[src/sv/euab_pkg.sv]
package euab_pkg;

	// Weight ramp limits on the 3x3 min-max range
	localparam logic [7:0] RampLow  = 8'd24;
	localparam logic [7:0] RampHigh = 8'd96;
	localparam logic [7:0] FullWeight = 8'd255;
	// floor(x * 255 / 72) == (x * RampRecip) >> RampShift for x below 72
	localparam logic [21:0] RampRecip = 22'd3713820;
	localparam int unsigned RampShift = 20;
	// Smoothstep factor 768 - 2 * w
	localparam logic [9:0] SmoothK = 10'd768;

	// One blend job handed from the front to the back
	typedef struct packed {
		logic             last;
		logic [3:0][7:0]  sharp;
		logic [3:0][7:0]  smooth;
		logic [7:0]       span;
	} job_t;

endpackage

[src/sv/euab_queue.sv]
module euab_queue import euab_pkg::*; #(
	parameter int DEPTH = 4
) (
	input  logic clk,
	input  logic arst_n,
	input  logic push,
	input  job_t push_job,
	output logic push_ready,
	input  logic pop,
	output logic pop_valid,
	output job_t pop_job
);

	localparam int PtrW = (DEPTH > 1) ? $clog2(DEPTH) : 1;
	localparam int CntW = $clog2(DEPTH + 1);
	localparam logic [PtrW-1:0] LastPtr = PtrW'(DEPTH - 1);
	localparam logic [CntW-1:0] FullCnt = CntW'(DEPTH);

	job_t            entry_q [DEPTH];
	logic [PtrW-1:0] wr_ptr_q;
	logic [PtrW-1:0] rd_ptr_q;
	logic [CntW-1:0] count_q;
	logic            do_push;
	logic            do_pop;

	assign push_ready = (count_q != FullCnt);
	assign pop_valid  = (count_q != '0);
	assign pop_job    = entry_q[rd_ptr_q];
	assign do_push    = push && push_ready;
	assign do_pop     = pop && pop_valid;

	// Store the entry
	always_ff @(posedge clk) begin
		if (do_push) begin
			entry_q[wr_ptr_q] <= push_job;
		end
	end

	// Advance pointers and occupancy
	always_ff @(posedge clk or negedge arst_n) begin
		if (!arst_n) begin
			wr_ptr_q <= '0;
			rd_ptr_q <= '0;
			count_q  <= '0;
		end else begin
			if (do_push) begin
				wr_ptr_q <= (wr_ptr_q == LastPtr) ? '0 : wr_ptr_q + 1'b1;
			end
			if (do_pop) begin
				rd_ptr_q <= (rd_ptr_q == LastPtr) ? '0 : rd_ptr_q + 1'b1;
			end
			if (do_push && !do_pop) begin
				count_q <= count_q + 1'b1;
			end else if (do_pop && !do_push) begin
				count_q <= count_q - 1'b1;
			end
		end
	end

endmodule

[src/sv/euab_front.sv]
module euab_front import euab_pkg::*; (
	input  logic        clk,
	input  logic        arst_n,
	input  logic        s_tvalid,
	output logic        s_tready,
	input  logic [87:0] s_tdata,
	input  logic        s_tlast,
	output logic        push,
	output job_t        push_job,
	input  logic        push_ready
);

	function automatic logic [7:0] min2(input logic [7:0] a, input logic [7:0] b);
		return (a < b) ? a : b;
	endfunction

	function automatic logic [7:0] max2(input logic [7:0] a, input logic [7:0] b);
		return (a > b) ? a : b;
	endfunction

	logic [2:0][7:0] left_q;
	logic [2:0][7:0] center_q;
	logic [3:0][7:0] smooth_q;
	logic [3:0][7:0] sharp_q;
	logic            held_q;
	logic            second_q;
	job_t            second_job_q;

	logic [2:0][7:0] new_col;
	logic [3:0][7:0] new_smooth;
	logic [3:0][7:0] new_sharp;
	logic [7:0]      l_mn, l_mx, c_mn, c_mx, n_mn, n_mx;
	job_t            job_a;
	job_t            job_b;
	logic            accept;

	assign new_col    = s_tdata[23:0];
	assign new_smooth = s_tdata[55:24];
	assign new_sharp  = s_tdata[87:56];
	assign s_tready   = push_ready && !second_q;
	assign accept     = s_tvalid && s_tready;

	// Classify: column ranges and the jobs this transaction causes
	always_comb begin
		l_mn = min2(min2(left_q[0], left_q[1]), left_q[2]);
		l_mx = max2(max2(left_q[0], left_q[1]), left_q[2]);
		c_mn = min2(min2(center_q[0], center_q[1]), center_q[2]);
		c_mx = max2(max2(center_q[0], center_q[1]), center_q[2]);
		n_mn = min2(min2(new_col[0], new_col[1]), new_col[2]);
		n_mx = max2(max2(new_col[0], new_col[1]), new_col[2]);

		// held column, new column on its right
		job_a.span   = max2(max2(l_mx, c_mx), n_mx) - min2(min2(l_mn, c_mn), n_mn);
		job_a.smooth = smooth_q;
		job_a.sharp  = sharp_q;
		job_a.last   = !s_tlast;

		// flushed new column, right edge replicated
		job_b.span   = held_q ? (max2(c_mx, n_mx) - min2(c_mn, n_mn)) : (n_mx - n_mn);
		job_b.smooth = new_smooth;
		job_b.sharp  = new_sharp;
		job_b.last   = 1'b1;

		if (second_q) begin
			push     = 1'b1;
			push_job = second_job_q;
		end else begin
			push     = accept && (held_q || s_tlast);
			push_job = held_q ? job_a : job_b;
		end
	end

	// Hold columns and pending samples
	always_ff @(posedge clk) begin
		if (accept) begin
			left_q   <= held_q ? center_q : new_col;
			center_q <= new_col;
			smooth_q <= new_smooth;
			sharp_q  <= new_sharp;
			if (held_q && s_tlast) begin
				second_job_q <= job_b;
			end
		end
	end

	// Track held column and queued second job
	always_ff @(posedge clk or negedge arst_n) begin
		if (!arst_n) begin
			held_q   <= 1'b0;
			second_q <= 1'b0;
		end else begin
			if (accept) begin
				held_q <= !s_tlast;
			end
			if (accept && held_q && s_tlast) begin
				second_q <= 1'b1;
			end else if (second_q && push_ready) begin
				second_q <= 1'b0;
			end
		end
	end

endmodule

[src/sv/euab_back.sv]
module euab_back import euab_pkg::*; (
	input  logic        clk,
	input  logic        arst_n,
	input  logic        job_valid,
	input  job_t        job,
	output logic        job_pop,
	output logic        m_tvalid,
	input  logic        m_tready,
	output logic [31:0] m_tdata,
	output logic        m_tlast
);

	logic            adv;
	logic            v_s1, v_s2, v_s3, v_s4;
	logic [7:0]      span_s1;
	logic [3:0][7:0] smooth_s1, smooth_s2, smooth_s3, smooth_s4;
	logic [3:0][7:0] sharp_s1, sharp_s2, sharp_s3, sharp_s4;
	logic            last_s1, last_s2, last_s3, last_s4;
	logic [7:0]      w8_s2, w8_s3;
	logic [7:0]      ws_s3;
	logic [9:0]      wf_s4;

	logic [6:0]      ramp_x;
	logic [28:0]     ramp_prod;
	logic [7:0]      w8_next;
	logic [15:0]     sq_prod;
	logic [9:0]      k_fac;
	logic [17:0]     wf_prod;
	logic signed [8:0]  diff   [4];
	logic signed [19:0] scaled [4];
	logic signed [11:0] mixed  [4];
	logic [3:0][7:0]    blend;

	// Advance the whole pipe unless the output is stalled
	assign adv     = !m_tvalid || m_tready;
	assign job_pop = adv && job_valid;

	// Ramp weight from the range, then the smoothstep products
	always_comb begin
		ramp_x    = 7'(span_s1 - RampLow);
		ramp_prod = 29'(ramp_x) * 29'(RampRecip);
		if (span_s1 <= RampLow) begin
			w8_next = '0;
		end else if (span_s1 >= RampHigh) begin
			w8_next = FullWeight;
		end else begin
			w8_next = ramp_prod[RampShift +: 8];
		end
		sq_prod = 16'(w8_s2) * 16'(w8_s2);
		k_fac   = SmoothK - {1'b0, w8_s3, 1'b0};
		wf_prod = 18'(ws_s3) * 18'(k_fac);
	end

	// Blend each sample and clamp
	always_comb begin
		for (int k = 0; k < 4; k++) begin
			diff[k]   = $signed({1'b0, sharp_s4[k]}) - $signed({1'b0, smooth_s4[k]});
			scaled[k] = 20'(diff[k]) * $signed({10'd0, wf_s4});
			mixed[k]  = $signed({4'd0, smooth_s4[k]}) + 12'(scaled[k] >>> 8);
			if (mixed[k] < 0) begin
				blend[k] = 8'd0;
			end else if (mixed[k] > 12'sd255) begin
				blend[k] = 8'd255;
			end else begin
				blend[k] = mixed[k][7:0];
			end
		end
	end

	// Pipeline payload
	always_ff @(posedge clk) begin
		if (adv) begin
			span_s1   <= job.span;
			smooth_s1 <= job.smooth;
			sharp_s1  <= job.sharp;
			last_s1   <= job.last;

			w8_s2     <= w8_next;
			smooth_s2 <= smooth_s1;
			sharp_s2  <= sharp_s1;
			last_s2   <= last_s1;

			ws_s3     <= sq_prod[15:8];
			w8_s3     <= w8_s2;
			smooth_s3 <= smooth_s2;
			sharp_s3  <= sharp_s2;
			last_s3   <= last_s2;

			wf_s4     <= wf_prod[17:8];
			smooth_s4 <= smooth_s3;
			sharp_s4  <= sharp_s3;
			last_s4   <= last_s3;

			m_tdata   <= blend;
			m_tlast   <= last_s4;
		end
	end

	// Pipeline valids
	always_ff @(posedge clk or negedge arst_n) begin
		if (!arst_n) begin
			v_s1     <= 1'b0;
			v_s2     <= 1'b0;
			v_s3     <= 1'b0;
			v_s4     <= 1'b0;
			m_tvalid <= 1'b0;
		end else if (adv) begin
			v_s1     <= job_valid;
			v_s2     <= v_s1;
			v_s3     <= v_s2;
			v_s4     <= v_s3;
			m_tvalid <= v_s4;
		end
	end

endmodule

[src/sv/edge_adaptive_upscale_blend_core.sv]
// Edge-adaptive 2x upscale blend. Each input transaction carries one source
// column (above, center, below) with the bicubic and rule-upscaled 2x2 blocks
// for that pixel; results are blended 2x2 blocks, one pixel behind the input.
// The first column of a row gives no result unless it has tlast, a middle
// column gives one, and a column with tlast gives the held column's result,
// if any, followed by its own. One transaction is taken per cycle while the
// job queue has room; a tlast transaction after a held column holds off the
// next one while the front issues its second job into the job queue. The
// back end is a five-stage pipe (range weight, smoothstep, blend). QUEUE_DEPTH
// sets how many jobs the front may run ahead of a stalled output.
module edge_adaptive_upscale_blend_core import euab_pkg::*; #(
	parameter int QUEUE_DEPTH = 4
) (
	input  logic        clk,
	input  logic        arst_n,
	input  logic        s_tvalid,
	output logic        s_tready,
	// src_above, src_center, src_below, smooth_top_left, smooth_top_right,
	// smooth_bottom_left, smooth_bottom_right, sharp_top_left, sharp_top_right,
	// sharp_bottom_left, sharp_bottom_right
	input  logic [87:0] s_tdata,
	input  logic        s_tlast,
	output logic        m_tvalid,
	input  logic        m_tready,
	// blend_top_left, blend_top_right, blend_bottom_left, blend_bottom_right
	output logic [31:0] m_tdata,
	output logic        m_tlast
);

	logic push;
	job_t push_job;
	logic push_ready;
	logic pop;
	logic pop_valid;
	job_t pop_job;

	euab_front u_front (
		.clk        (clk),
		.arst_n     (arst_n),
		.s_tvalid   (s_tvalid),
		.s_tready   (s_tready),
		.s_tdata    (s_tdata),
		.s_tlast    (s_tlast),
		.push       (push),
		.push_job   (push_job),
		.push_ready (push_ready)
	);

	euab_queue #(
		.DEPTH (QUEUE_DEPTH)
	) u_queue (
		.clk        (clk),
		.arst_n     (arst_n),
		.push       (push),
		.push_job   (push_job),
		.push_ready (push_ready),
		.pop        (pop),
		.pop_valid  (pop_valid),
		.pop_job    (pop_job)
	);

	euab_back u_back (
		.clk       (clk),
		.arst_n    (arst_n),
		.job_valid (pop_valid),
		.job       (pop_job),
		.job_pop   (pop),
		.m_tvalid  (m_tvalid),
		.m_tready  (m_tready),
		.m_tdata   (m_tdata),
		.m_tlast   (m_tlast)
	);

endmodule

[config.mk]
export PLATFORM = sky130hd
export DESIGN_NAME = edge_adaptive_upscale_blend_core
export DESIGN_NICKNAME = d
export VERILOG_FILES = /design/src/sv/euab_pkg.sv /design/src/sv/euab_queue.sv /design/src/sv/euab_front.sv /design/src/sv/euab_back.sv /design/src/sv/edge_adaptive_upscale_blend_core.sv
export SDC_FILE = /design/constraint.sdc
export NUM_CORES = 2
export LEC_CHECK = 0
export ABC_CLOCK_PERIOD_IN_PS = 16830
export BUFFER_PORTS_ARGS = -buffer_cell sky130_fd_sc_hd__buf_2
export CAP_MARGIN = 20
export CORE_MARGIN = 5
export CORE_UTILIZATION = 55
export CTS_BUF_LIST = sky130_fd_sc_hd__clkbuf_8
export DETAILED_ROUTE_END_ITERATION = 7
export GPL_ROUTABILITY_DRIVEN = 0
export PLACE_DENSITY_LB_ADDON = 0.15
export SLEW_MARGIN = 0
export SYNTH_ARGS = -nofsm -noshare
export SYNTH_HDL_FRONTEND = slang
export SYNTH_SLANG_ARGS = --single-unit
[constraint.sdc]
create_clock -name clk -period 16.83 [get_ports clk]
set_clock_uncertainty 0.1 [all_clocks]
set_input_delay 5.049 -clock clk [delete_from_list [all_inputs] [get_ports clk]]
set_output_delay 5.049 -clock clk [all_outputs]
set_load 0.1 [all_outputs]
==> results by group <==
Run status
  – Status: complete, no violations

Worst setup path
  – CP max FO: 16
  – Worst path bufs/invs: 3
  – Crit path capture type: flop
  – Worst Setup Start Kind: primary input
  – Cell family with most CP delay: compound AO/OA/AOI/OAI gates
  – Top cell by count, worst path: a21oi_1
  – Worst path arrival time: around 14 ns
  – Critical path type: primary input to flop
  – CP peak stage delay: slightly below 0.6 ns
  – Worst EP required: about 17 ns
  – CP max-delay cell: a2111oi_0

Routing
  – 1st-pass router iterations: 8
  – Vias: 32600
  – Routed vias/inst: between 5 and 6
  – Drt drc: 0
  – Routed Antenna Nets: 0
  – Total routed wirelength: 109 mm
  – Drt wl/cell: 18.4 um
  – Iter 0 DRT Violations: 2358

Clock network
  – Longest Clk Path Bufs: 3
  – Skew-Pair Late Insertion Delay: a little over 0.8 ns
  – Post-CTS Setup Bufs: 0
  – CTS buffer count: ~130
  – Cts hold-fix bufs: 0
  – Clk root buf: clkbuf_8
  – # clock sinks: approximately 830
  – CTS tree: yes
  – Reg clk slew, reported paths: about 0.060 ns
  – Post-CTS Resized: 0
  – CTS H-tree depth: 4

Timing
  – Fin crit share: 78.2%
  – Max Slew Vio Count: 0
  – Final setup viols: 0
  – Final Hold Fails: 0
  – Slew headroom: 27.4%
  – Slew of the pin with the lowest slew margin: between 1 and 1.5 ns
  – RSZ-0062 raised after global routing: false
  – Final TNS setup: 0 ns
  – Fmax: roughly 76 MHz
  – Post-route minimum period: 13.16 ns

Final layout
  – Most frequent cells in the layout: 811 x edfxtp_1, 583 x inv_1, 538 x ha_1, 323 x fa_1, 316 x nand2_1
  – Multi-input gate area: ~27000 sq um
  – Layout Cells excl Fill: between 5000 and 6000
  – Reg area: around 25000 sq um
  – Layout Utilization: approximately three fifths
  – Fill cells: 7806
  – Share of cells above drive strength 1: 11.6%
  – Most common cell after layout, fill and taps aside: edfxtp_1
  – Nets: 5493
  – Layout area overhead: 8.79%

Die
  – Std-Cell Rows: 114
  – I/O pin cnt: about 130
  – Initial Utilization: ~56%
  – Core area: approximately 97000 sq um
  – Die H: 323 um
  – Die width: between 300 and 400 um
  – Die area: between 100000 and 150000 sq um

Run
  – Max_cap viols: 0

Min path
  – Hold crit path type: flop to flop

Logic synthesis
  – Async set-reset flop share out of synthesis: ~1.7%
  – Syn nets: approximately 5300
  – EDFF count, synth: about 810
  – Netlist Area Pre-Place: between 50000 and 60000 sq um
  – Top FF cell, synth: edfxtp_1
  – Netlist cell types: between 100 and 150
  – Syn avg cell area: 12.4 sq um
  – Sequential share of the synthesized area: between 40% and 50%
  – Mapped Cells: about 4300
  – Synth Warn #: 0
  – Synth Register Bits: 825

Global route
  – Initial antenna violation count: 7
  – Largest net degree at the start of global routing: 87
  – First-pass GRT wire length: about 180 mm
  – Number of global-route vias before repair: between 30000 and 40000
  – Overflow after GRT: 0
  – Tot GR Track Use: a little over a fifth

Placed design
  – DP Wirelength: about 80 mm
  – Port Buffers: 127
  – Cell count after placement: around 5700
==> flip-flops by register name (all words and copies together) (netlist names), 8 cells and up <==
name                  flops
u_back.sharp_s1          32
u_back.smooth_s2         32
u_queue.entry_q         292
u_back.ws_s3              8
u_back.wf_s4             10
u_front.left_q           24
u_back.w8_s2              8
u_back.sharp_s3          32
u_back.m_tdata           32
u_back.sharp_s2          32
u_back.span_s1            8
u_back.smooth_s3         32
u_front.job_a            64
u_back.sharp_s4          32
u_back.smooth_s1         32
u_back.w8_s3              8
u_front.center_q         24
u_back.smooth_s4         32
u_front.second_job_q     72
==> metal layers <==
layer,GRT usage (%),vias up,wire length (um)
li1,-,15600,-
met1,31.0,16100,50900
met2,34.2,759,49900
met3,3.75,141,5820
met4,5.61,4,1980
met5,0,-,28
==> worst register-to-register path, delay by kind of cell (launching register included) <==
family          cells  cell delay [ns]
simple gates       10             2.02
flops               1             0.47
fa+ha+maj           5             1.55
compound gates     22             6.11
buf+inv             2             0.39
mux                 1             0.37
==> cell families (layout without fill, tap and decap cells) <==
logic type / Yosys count / in the layout / synth area share (%)
other: 0 / 4 / 0
muxes: 205 / 205 / 5.62
xor gates and xnor gates: 156 / 156 / 2.54
AOI/OAI and AO/OA: 623 / 623 / 7.24
and+or+nand+nor: 1015 / 1015 / 9.60
buffers and inverters: 659 / 953 / 4.66
DFF: 825 / 825 / 45.9
adders and majority gates: 861 / 861 / 24.5
==> synth_stat cells (75+ instances only) <==
master | instances | area share (%)
nor2_1 | 163 | 1.1
a21o_1 | 75 | 1.0
nand2b_1 | 90 | 1.0
o21ai_0 | 215 | 2.0
inv_1 | 551 | 3.8
nand2_1 | 316 | 2.2
a21oi_1 | 173 | 1.6
mux2i_1 | 83 | 1.5
fa_1 | 323 | 12
edfxtp_1 | 811 | 45
clkbuf_1 | 83 | 0.58
and2_1 | 231 | 2.7
xnor2_1 | 103 | 1.7
ha_1 | 538 | 12
==> cell type report <==
type	instances	share of cell area, %
clock buffer	133	3.12
sequential	825	42.2
timing repair buffer	168	1.61
antenna	4	0.0171
multi-input combinational	2860	45.5
tap	1276	2.72
clock inverter	101	1.28
inverter	551	3.53
==> final timing paths <==
kind / startpoint / cells after the start / to / slack [ns]
setup / recovery: s_tdata[9] / 36 / u_queue.entry_q[3][7]$_DFFE_PP_ / 3.67
hold / removal: u_back.smooth_s1[11]$_DFFE_PN_ / 0 / u_back.smooth_s2[11]$_DFFE_PN_ / 0.28
setup reg to reg: u_front.center_q[9]$_DFFE_PP_ / 40 / u_queue.entry_q[3][7]$_DFFE_PP_ / 5.58
hold reg to reg: u_back.smooth_s1[11]$_DFFE_PN_ / 0 / u_back.smooth_s2[11]$_DFFE_PN_ / 0.28
max in group asynchronous: arst_n / 1 / u_front.held_q$_DFFE_PN0P_ / 12.29
min in group asynchronous: arst_n / 1 / u_queue.rd_ptr_q[1]$_DFFE_PN0P_ / 4.04
==> per-stage QoR <==
step | cell area (sq um) | setup slack (ns) | hold WS, ns
finish | 58600 | 3.67 | 0.283
global route | 58600 | 3.09 | 0.300
CTS | 58600 | 3.98 | 0.275
detailed placement | 56000 | 3.14 | 0.305
global placement | 56000 | 3.26 | 0.300
floorplan | 53900 | 0.302 | 0.300
Power is not shown: default switching activity piles up to over one toggle a cycle in this logic, so the estimate is an artifact.
